### config.mk
export PLATFORM = sky130hd
export DESIGN_NAME = modular_exponentiation
export DESIGN_NICKNAME = d
export VERILOG_FILES = /design/src/sv/mme_pkg.sv /design/src/sv/mme_cell.sv /design/src/sv/modular_exponentiation.sv
export VERILOG_INCLUDE_DIRS = /design/src /design/src/sv
export SDC_FILE = /design/constraint.sdc
export NUM_CORES = 1
export LEC_CHECK = 0
export ABC_AREA = 1
export ABC_CLOCK_PERIOD_IN_PS = 6600
export BUFFER_PORTS_ARGS = -buffer_cell sky130_fd_sc_hd__buf_2
export CORE_ASPECT_RATIO = 1.5
export CORE_MARGIN = 5
export CORE_UTILIZATION = 30
export CTS_CLUSTER_SIZE = 16
export DETAILED_ROUTE_END_ITERATION = 7
export GPL_TIMING_DRIVEN = 0
export SLEW_MARGIN = 0
export SYNTH_ARGS = -nofsm -noshare
export SYNTH_HDL_FRONTEND = slang
export SYNTH_SLANG_ARGS = --single-unit
### constraint.sdc
create_clock -name aclk -period 6.6 [get_ports aclk]
set_input_delay 0.33 -clock aclk [delete_from_list [all_inputs] [get_ports aclk]]
set_output_delay 0.33 -clock aclk [all_outputs]
set_load 0.1 [all_outputs]
### src/sv/assert_macros.svh
// Assertion macros shared by the RTL of the modular exponentiation block.
// No dependencies; the macros assume a clock aclk and an active-low reset aresetn.
`ifndef ASSERT_MACROS_SVH
`define ASSERT_MACROS_SVH
`ifndef SYNTHESIS
// Check that an antecedent implies a consequent on the same edge.
`define MME_ASSERT_IMPL(lbl, ante, cons) \
    lbl: assert property (@(posedge aclk) disable iff (!aresetn) (ante) |-> (cons)) \
        else $error("implication check failed");
// Check that an antecedent implies a consequent on the next edge.
`define MME_ASSERT_NEXT(lbl, ante, cons) \
    lbl: assert property (@(posedge aclk) disable iff (!aresetn) (ante) |=> (cons)) \
        else $error("next-cycle check failed");
`else
`define MME_ASSERT_IMPL(lbl, ante, cons)
`define MME_ASSERT_NEXT(lbl, ante, cons)
`endif
`endif

### src/sv/mme_pkg.sv
// Package for the modular exponentiation block: widths, state codes, cell control.
// No dependencies.
package mme_pkg;
    localparam int WIDTH = 32;
    localparam int CNT_W = $clog2(WIDTH);

    localparam logic [2:0] S_IDLE = 3'd0;
    localparam logic [2:0] S_RED  = 3'd1;
    localparam logic [2:0] S_RFIN = 3'd2;
    localparam logic [2:0] S_CHK  = 3'd3;
    localparam logic [2:0] S_MUL  = 3'd4;
    localparam logic [2:0] S_UPD  = 3'd5;

    typedef struct packed {
        logic load;
        logic step;
    } mme_ctrl_t;
endpackage

### src/sv/mme_cell.sv
// Interleaved modular multiply cell: one multiplier bit per cycle while step is set, MSB first.
// Depends on mme_pkg.
module mme_cell import mme_pkg::*; (
    input  logic             aclk,
    input  mme_ctrl_t        ctrl,
    input  logic [WIDTH-1:0] x_in,
    input  logic [WIDTH-1:0] y_in,
    input  logic [WIDTH:0]   n_in,
    output logic [WIDTH-1:0] r_out
);
    logic [WIDTH-1:0] r_reg, r_next;
    logic [WIDTH-1:0] x_reg, x_next;
    logic [WIDTH+1:0] t, n1, n2;

    always_comb begin
        n1 = {1'b0, n_in};
        n2 = {n_in, 1'b0};
        t  = {1'b0, r_reg, 1'b0} + (x_reg[WIDTH-1] ? {2'b00, y_in} : '0);
        if (t >= n2) begin
            t = t - n2;
        end else if (t >= n1) begin
            t = t - n1;
        end
        r_next = r_reg;
        x_next = x_reg;
        if (ctrl.load) begin
            r_next = '0;
            x_next = x_in;
        end else if (ctrl.step) begin
            r_next = t[WIDTH-1:0];
            x_next = {x_reg[WIDTH-2:0], 1'b0};
        end
    end

    always_ff @(posedge aclk) begin
        r_reg <= r_next;
        x_reg <= x_next;
    end

    assign r_out = r_reg;
endmodule

### src/sv/modular_exponentiation.sv
// Top level of the modular exponentiation block: sequencer, registers, two cells.
// Depends on mme_pkg, mme_cell and assert_macros.svh.
//
// Usage:
//   Write the modulus through cfg_wr_en/cfg_wr_data while the block is idle;
//   reset loads a modulus of 1, and a modulus of 0 acts as 2^32.
//   Each input transaction (s_valid/s_ready) carries a base and an exponent;
//   one output transaction (m_valid/m_ready) returns base^exponent mod modulus.
//   A zero exponent returns 1 unreduced.
// Sequence:
//   32 cell steps and an update reduce the base, then each exponent bit up to
//   the highest set one takes a load, 32 steps and an update, and a final
//   check hands the result over once the output register is free. s_ready
//   rises with m_valid, so the next input transaction can be taken as soon
//   as the result is offered. The bit-serial modular multiply in the cells
//   sets the pace; the multiply and the square run side by side in two cells.
// One item is worked on at a time; s_ready is high only while idle.
// Stall: the result sits in an output register. A new transaction may be taken
//   while it waits; if the next result is ready before the old one is taken,
//   hold the finished value until m_ready frees the register.
// Reset (aresetn, synchronous, active low) drops any item in flight.
`include "assert_macros.svh"
module modular_exponentiation import mme_pkg::*; (
    input  logic             aclk,
    input  logic             aresetn,
    input  logic             cfg_wr_en,
    input  logic [WIDTH-1:0] cfg_wr_data,
    input  logic             s_valid,
    output logic             s_ready,
    input  logic [WIDTH-1:0] s_base,
    input  logic [WIDTH-1:0] s_exponent,
    output logic             m_valid,
    input  logic             m_ready,
    output logic [WIDTH-1:0] m_power_result
);
    logic [2:0]       state_reg, state_next;
    logic [CNT_W-1:0] cnt_reg, cnt_next;
    logic [WIDTH-1:0] mod_reg;
    logic [WIDTH-1:0] e_reg, e_next;
    logic [WIDTH-1:0] acc_reg, acc_next;
    logic [WIDTH-1:0] pw_reg, pw_next;
    logic [WIDTH-1:0] out_reg, out_next;
    logic             out_valid_reg, out_valid_next;
    logic [WIDTH:0]   n_full;
    mme_ctrl_t        ctrl_a, ctrl_b;
    logic [WIDTH-1:0] xa, xb, yb;
    logic [WIDTH-1:0] ra, rb;
    logic             accept, out_free;

    // zero modulus stands for 2^WIDTH
    assign n_full = (mod_reg == '0) ? {1'b1, {WIDTH{1'b0}}} : {1'b0, mod_reg};

    assign s_ready  = (state_reg == S_IDLE);
    assign accept   = s_valid && s_ready;
    assign out_free = !out_valid_reg || m_ready;

    always_comb begin
        state_next     = state_reg;
        cnt_next       = cnt_reg;
        e_next         = e_reg;
        acc_next       = acc_reg;
        pw_next        = pw_reg;
        out_next       = out_reg;
        out_valid_next = out_valid_reg && !m_ready;
        ctrl_a         = '0;
        ctrl_b         = '0;
        xa             = acc_reg;
        xb             = pw_reg;
        yb             = pw_reg;
        case (state_reg)
            S_IDLE: begin
                if (accept) begin
                    // load the base into cell B and multiply by one to reduce it
                    e_next      = s_exponent;
                    xb          = s_base;
                    ctrl_b.load = 1'b1;
                    cnt_next    = '0;
                    state_next  = S_RED;
                end
            end
            S_RED: begin
                yb          = {{(WIDTH-1){1'b0}}, 1'b1};
                ctrl_b.step = 1'b1;
                cnt_next    = cnt_reg + 1'b1;
                if (cnt_reg == CNT_W'(WIDTH-1)) begin
                    state_next = S_RFIN;
                end
            end
            S_RFIN: begin
                pw_next    = rb;
                acc_next   = {{(WIDTH-1){1'b0}}, 1'b1};
                state_next = S_CHK;
            end
            S_CHK: begin
                if (e_reg == '0) begin
                    // done: hand over once the output register is free
                    if (out_free) begin
                        out_next       = acc_reg;
                        out_valid_next = 1'b1;
                        state_next     = S_IDLE;
                    end
                end else begin
                    ctrl_a.load = 1'b1;
                    ctrl_b.load = 1'b1;
                    cnt_next    = '0;
                    state_next  = S_MUL;
                end
            end
            S_MUL: begin
                // multiply and square side by side
                ctrl_a.step = 1'b1;
                ctrl_b.step = 1'b1;
                cnt_next    = cnt_reg + 1'b1;
                if (cnt_reg == CNT_W'(WIDTH-1)) begin
                    state_next = S_UPD;
                end
            end
            S_UPD: begin
                if (e_reg[0]) begin
                    acc_next = ra;
                end
                pw_next    = rb;
                e_next     = {1'b0, e_reg[WIDTH-1:1]};
                state_next = S_CHK;
            end
            default: begin
                state_next = S_IDLE;
            end
        endcase
    end

    always_ff @(posedge aclk) begin
        if (!aresetn) begin
            state_reg     <= S_IDLE;
            cnt_reg       <= '0;
            out_valid_reg <= 1'b0;
            mod_reg       <= {{(WIDTH-1){1'b0}}, 1'b1};
        end else begin
            state_reg     <= state_next;
            cnt_reg       <= cnt_next;
            out_valid_reg <= out_valid_next;
            if (cfg_wr_en) begin
                mod_reg <= cfg_wr_data;
            end
        end
    end

    always_ff @(posedge aclk) begin
        e_reg   <= e_next;
        acc_reg <= acc_next;
        pw_reg  <= pw_next;
        out_reg <= out_next;
    end

    mme_cell u_cell_a (
        .aclk  (aclk),
        .ctrl  (ctrl_a),
        .x_in  (xa),
        .y_in  (pw_reg),
        .n_in  (n_full),
        .r_out (ra)
    );

    mme_cell u_cell_b (
        .aclk  (aclk),
        .ctrl  (ctrl_b),
        .x_in  (xb),
        .y_in  (yb),
        .n_in  (n_full),
        .r_out (rb)
    );

    assign m_valid        = out_valid_reg;
    assign m_power_result = out_reg;

    `MME_ASSERT_NEXT(a_accept_reduce, accept, state_reg == S_RED)
    `MME_ASSERT_IMPL(a_cnt_idle, (state_reg != S_RED) && (state_reg != S_MUL), cnt_reg == '0)
    `MME_ASSERT_NEXT(a_finish, (state_reg == S_CHK) && (e_reg == '0) && out_free, m_valid && s_ready)
endmodule

==> results.sh, run 1 <==
export IMPL_std_cell_rows=124
export IMPL_hp_start="cfg_wr_data[9]"
export IMPL_synth_edff_count=192
export IMPL_drt_iter0_markers=1450
export IMPL_max_stage_delay_ns=0.42
export IMPL_worstPathMaxFanout=10
export IMPL_route_detailed_drc=0
export IMPL_vias_per_cell=5.17
export IMPL_status="finished clean"
export IMPL_synth_cell_types=62
export IMPL_cts_tree="yes"
export IMPL_ff2ff_path_depth=31
export IMPL_die_y_um=348
export IMPL_grt_max_degree=34
export IMPL_antenna_found_initial=3
export IMPL_worstSetupEndpointType="register"
export IMPL_drive_gt1_share_pct=9.07
export IMPL_io_pins=135
export IMPL_die_area_um2=82100
export IMPL_ys_warn_count=0
export IMPL_max_slew_margin_pct=12.4
export IMPL_setup_viol=0
export IMPL_hold_viol=0
export IMPL_design_area_um2=26400
export IMPL_cp_data_required_time_ns=7.11
export IMPL_holdPathEnd="mod_reg[9]"
export IMPL_path_class="register to register"
export IMPL_clock_fmax_mhz=159
export IMPL_grt_pass1_vias=22200
export IMPL_via_count=22300
export IMPL_rrSetupSlack_ns=0.31
export IMPL_synthFlopType="edfxtp_1"
export IMPL_path_clk_slew_ns=0.07
export IMPL_clock_skew_ns=0.0239
export IMPL_critPathMostFrequentCell="nand2_1"
export IMPL_maxCapViolations=0
export IMPL_hold_path_class="input port to register"
export IMPL_min_period_ns=6.29
export IMPL_async_flop_share_pct=0
export IMPL_nets=3593
export IMPL_tightestPinTransition_ns=1.31
export IMPL_grt_pass1_wl_um=131000
export IMPL_final_max_slew_viol_count=0
export IMPL_synth_cell_area_um2=22900
export IMPL_finalCoreUtilization_pct=34.7
export IMPL_cts_buffers=30
export IMPL_coreArea_um2=76000
export IMPL_antenna_left=0
export IMPL_io_buffers=134
export IMPL_place_gp_congestion=0.973
export IMPL_grt_use_total_pct=21.0
export IMPL_drt_pre_antenna_iters=5
export IMPL_cts_sinks=297
export IMPL_cp_arrival_ns=6.80
export IMPL_worstHoldPathCells=3
export IMPL_cts_htree_levels=1
export IMPL_cp_start_kind="register"
export IMPL_min_period_over_period_pct=95.3
export IMPL_syn2layout_area_growth_pct=15.2
export IMPL_netlist_instances=3085
export IMPL_syn_nets=3384
export IMPL_timing_rr_start="state_reg[1]"
export IMPL_die_x_um=236
export IMPL_hpwl_um=73700
export IMPL_synth_seq_cells=297
export IMPL_insertion_delay_ns=0.62
export IMPL_wirelength_um=90500
export IMPL_critPathSlowestCell="ha_1"
export IMPL_rsz0062_at_grt="no"
export IMPL_ctsLongestPathBuffers=3
export IMPL_post_drt_wl_per_cell_um=20.9
export IMPL_start_util_pct=30.1
export IMPL_syn_area_per_cell_um2=7.43
export IMPL_yosysSeqAreaShare_pct=34.3
export IMPL_cts_root_buf="clkbuf_16"
export IMPL_reg2reg_to="u_cell_b.r_out[6]"
export IMPL_placed_area_um2=24900
export IMPL_grt_overflow_total=0
-- cell type report --
cell class              count  area, µm²
plain buffers              88        380
inverters                 402       1510
repair buffers            177       1100
fillers                  8336      49600
clock buffers              33        803
flip-flops and latches    297       7870
clock inverters            22        230
multi-input cells        2298      13200
diodes                      1       2.50
well taps                1008       1260
-- cells in the mapped netlist (4+ instances only) --
cell type  instances  area share (%)
ha_1             192              10
a21boi_0           9            0.29
clkbuf_1          70             1.1
nand2_1          651              11
buf_2              9            0.20
xnor2_1           60             2.3
nor3_1            25            0.55
xor2_1            92             3.5
a21oi_1          389             8.5
nand2_2           11            0.30
nand3_2            7            0.31
edfxtp_1         192              25
fa_1               6            0.52
dfxtp_1          105             9.2
a21oi_2           11            0.42
o211ai_1          17            0.56
a31oi_1           27            0.74
o21ai_1           17            0.37
buf_6              4            0.20
buf_1              4           0.066
o221ai_1           7            0.27
nor4_1            21            0.57
o22ai_1           32            0.87
nand3_1          140             3.1
o21a_1            10            0.33
nand4_1           60             1.6
o21ai_0          170             3.7
or2_2             16            0.44
o31ai_1            4            0.13
a21o_1            12            0.39
nor2_4             4            0.20
inv_2              7            0.11
nor2_1           256             4.2
o21bai_1           8            0.26
inv_1            393             6.4
-- worst max-delay path: cells and delay by family, from the launching register on --
family	cells	cell delay, ns
flip-flops	1	0.34
XOR/XNOR	1	0.26
AO/OA/AOI/OAI	10	1.83
AND/OR/NAND/NOR	13	1.96
buffers and inverters	5	0.98
adder cells (fa/ha/maj)	2	0.77
-- kinds of logic after synthesis --
family / Yosys count / share of synthesized area, %
XOR/XNOR: 152 / 5.81
AO/OA/AOI/OAI: 736 / 17.8
buffers and inverters: 490 / 8.23
flip-flops: 297 / 34.3
adder cells (fa/ha/maj): 198 / 11.0
AND/OR/NAND/NOR: 1212 / 22.8
-- per-stage QoR --
step                setup slack [ns]  setup TNS [ns]  hold slack (ns)  std cells
floorplan                       1.58               0            0.426       3085
global placement              -0.198           -1.77            0.442       4227
detailed placement            -0.244           -2.10            0.440       4229
CTS                           0.0111               0          0.00215       4323
global route                 0.00701               0           0.0413       4325
finish                         0.309               0           0.0212       4326
-- layer usage --
layer  track usage, %  vias up  routed length, µm
li1                 -    10900                  -
met1             20.9    10300              31700
met5                0        -                 21
met3             2.36      361               3830
met2             38.7      727              45700
met4             17.7        4               9310
-- what timing repair did --
item | 4_1_cts | 5_1_grt
pin swaps | 0 | 3
endpoints found under the setup margin | 33 | 64
resized for setup | 4 | 19
hold endpoints to repair | 38 | 0
cloned | 0 | 0
hold buffers | 39 | 0
buffers inserted | 0 | 2
-- worst max-delay path by stage --
stage | endpoint | from | slack [ns]
floorplan | u_cell_b.r_out[4] | state_reg[1] | 1.58
global placement | u_cell_b.r_out[14] | state_reg[1] | -0.20
detailed placement | u_cell_b.r_out[14] | state_reg[1] | -0.24
CTS | u_cell_a.r_out[29] | u_cell_a.x_reg[31] | 0.01
global route | u_cell_b.r_out[10] | state_reg[1] | 0.007
finish | u_cell_b.r_out[6] | state_reg[1] | 0.31
-- cell usage in the layout, fill, tap and decap left out, drive strengths merged, types with 8 or more instances in the layout --
| cell type | n |
|---|---|
| o21ai | 190 |
| a21oi | 401 |
| a21boi | 10 |
| o21bai | 8 |
| inv | 405 |
| a31oi | 27 |
| dfxtp | 105 |
| o21a | 10 |
| nand4 | 61 |
| or2 | 19 |
| nor2 | 263 |
| dlygate4sd3 | 39 |
| nor3 | 25 |
| xor2 | 92 |
| xnor2 | 60 |
| nand2 | 666 |
| o22ai | 32 |
| clkinv | 15 |
| ha | 192 |
| o211ai | 17 |
| clkbuf | 103 |
| nor4 | 21 |
| nand3 | 148 |
| a21o | 12 |
| buf | 156 |
| edfxtp | 192 |
Power of run 1 is left out: the tool's default activity adds up to more than one toggle a clock period on the data nets, which glitch-free logic cannot reach.
==> run 2: changes to the inputs <==
--- a/config.mk
+++ b/config.mk
@@ -15,6 +15,7 @@
 export CTS_CLUSTER_SIZE = 16
 export DETAILED_ROUTE_END_ITERATION = 7
 export GPL_TIMING_DRIVEN = 0
+export PLACE_DENSITY = 0.5
 export SLEW_MARGIN = 0
 export SYNTH_ARGS = -nofsm -noshare
 export SYNTH_HDL_FRONTEND = slang
==> results.sh, run 2 (synthesis gave the netlist of run 1 again) <==
export IMPL_hp_start="s_exponent[8]"
export IMPL_critPathSlowestCell="fa_1"
export IMPL_vias_per_cell=5.11
export IMPL_timing_rr_start="state_reg[1]"
export IMPL_max_slew_margin_pct=39.3
export IMPL_maxCapViolations=0
export IMPL_hold_path_class="input port to register"
export IMPL_design_area_um2=26200
export IMPL_die_y_um=348
export IMPL_reg2reg_to="u_cell_b.r_out[31]"
export IMPL_drt_iter0_markers=1393
export IMPL_start_util_pct=30.1
export IMPL_grt_max_degree=34
export IMPL_grt_use_total_pct=21.4
export IMPL_worstPathMaxFanout=10
export IMPL_die_area_um2=82100
export IMPL_cp_start_kind="register"
export IMPL_status="finished clean"
export IMPL_io_buffers=134
export IMPL_wirelength_um=91600
export IMPL_ff2ff_path_depth=34
export IMPL_insertedDiodeCount=0
export IMPL_cts_sinks=297
export IMPL_nets=3562
export IMPL_drive_gt1_share_pct=9.30
export IMPL_grt_pass1_vias=22000
export IMPL_route_detailed_drc=0
export IMPL_path_clk_slew_ns=0.06
export IMPL_cts_buffers=35
export IMPL_cts_tree="yes"
export IMPL_placed_area_um2=24900
export IMPL_syn2layout_area_growth_pct=14.5
export IMPL_clock_fmax_mhz=163
export IMPL_grt_overflow_total=0
export IMPL_setup_viol=0
export IMPL_hpwl_um=75800
export IMPL_path_class="register to register"
export IMPL_tightestPinTransition_ns=0.902
export IMPL_coreArea_um2=76000
export IMPL_max_stage_delay_ns=0.44
export IMPL_hold_viol=0
export IMPL_cp_arrival_ns=6.58
export IMPL_min_period_over_period_pct=92.7
export IMPL_worstHoldPathCells=3
export IMPL_final_max_slew_viol_count=0
export IMPL_ctsLongestPathBuffers=3
export IMPL_cts_htree_levels=2
export IMPL_critPathMostFrequentCell="nand2_1"
export IMPL_via_count=22000
export IMPL_clock_skew_ns=0.0222
export IMPL_grt_pass1_wl_um=133000
export IMPL_place_gp_congestion=0.943
export IMPL_mostFrequentLayoutCell="nand2_1"
export IMPL_cp_data_required_time_ns=7.06
export IMPL_die_x_um=236
export IMPL_insertion_delay_ns=0.57
export IMPL_rrSetupSlack_ns=0.48
export IMPL_holdPathEnd="e_reg[8]"
export IMPL_std_cell_rows=124
export IMPL_drt_pre_antenna_iters=6
export IMPL_min_period_ns=6.12
export IMPL_layout_common_cells="nand2_1 (647), inv_1 (392), a21oi_1 (388)"
export IMPL_antenna_left=0
export IMPL_post_drt_wl_per_cell_um=21.3
export IMPL_antenna_found_initial=1
export IMPL_worstSetupEndpointType="register"
export IMPL_io_pins=135
export IMPL_cts_root_buf="clkbuf_16"
==> run 2: changes by cell type in the layout (fill, tap and decap cells not counted), sizes merged <==
cell	previous run	this run
diode	1	0
inv	405	401
bufinv	3	6
clkbuf	103	109
clkinvlp	1	4
dlygate4sd3	39	3
==> run 2: worst max path at each step <==
stage               cells past startpoint               start  slack [ns]                  to
floorplan                              29        state_reg[1]        1.58   u_cell_b.r_out[4]
global placement                       33  u_cell_a.x_reg[31]       -0.18  u_cell_a.r_out[20]
detailed placement                     30  u_cell_a.x_reg[31]       -0.19   u_cell_a.r_out[3]
CTS                                    33  u_cell_a.x_reg[31]        0.02  u_cell_a.r_out[21]
global route                           32  u_cell_a.x_reg[31]      -0.006  u_cell_a.r_out[12]
finish                                 34        state_reg[1]        0.48  u_cell_b.r_out[31]
==> run 2: cell type report <==
type / instances / area, µm²
Clock buffer: 39 / 901
Clock inverter: 24 / 318
Buffer: 88 / 383
Tap cell: 1008 / 1260
Inverter: 402 / 1510
Multi-Input combinational cell: 2298 / 13200
Timing Repair Buffer: 141 / 747
Sequential cell: 297 / 7870
Fill cell: 8373 / 49800
==> run 2: repair_timing <==
action,CTS,global route
setup endpoints to repair,33,64
cloned,0,0
hold buffers,3,0
resized for setup,4,25
hold endpoints to repair,2,0
pin swaps,0,2
setup buffers,0,1
==> run 2: through the flow <==
stage	setup slack (ns)	cells	setup TNS [ns]	hold slack [ns]	utilization, %
after floorplan	1.58	3085	0	0.426	-
after global placement	-0.176	4227	-3.22	0.442	32.7
after detailed placement	-0.192	4229	-3.82	0.449	32.7
after CTS	0.0221	4295	0	0.000559	34.4
after global routing	-0.00559	4297	-0.00559	0.0179	34.5
final	0.480	4297	0	0.0321	34.5
==> run 2: critical path, delay by kind of cell (launching register included) <==
| family | cells | cell delay [ns] |
|---|---|---|
| buf+inv | 7 | 0.84 |
| xor+xnor | 1 | 0.24 |
| compound gates | 8 | 1.50 |
| flops | 1 | 0.37 |
| simple gates | 15 | 2.04 |
| fa+ha+maj | 3 | 1.02 |
==> run 2: layer usage <==
metal | routed length (µm) | global-route usage [%]
met2 | 47000 | 39.9
met4 | 8140 | 16.0
met1 | 33500 | 22.1
met3 | 2850 | 1.85
met5 | 7 | 0
Power of run 2 is left out for the same reason.
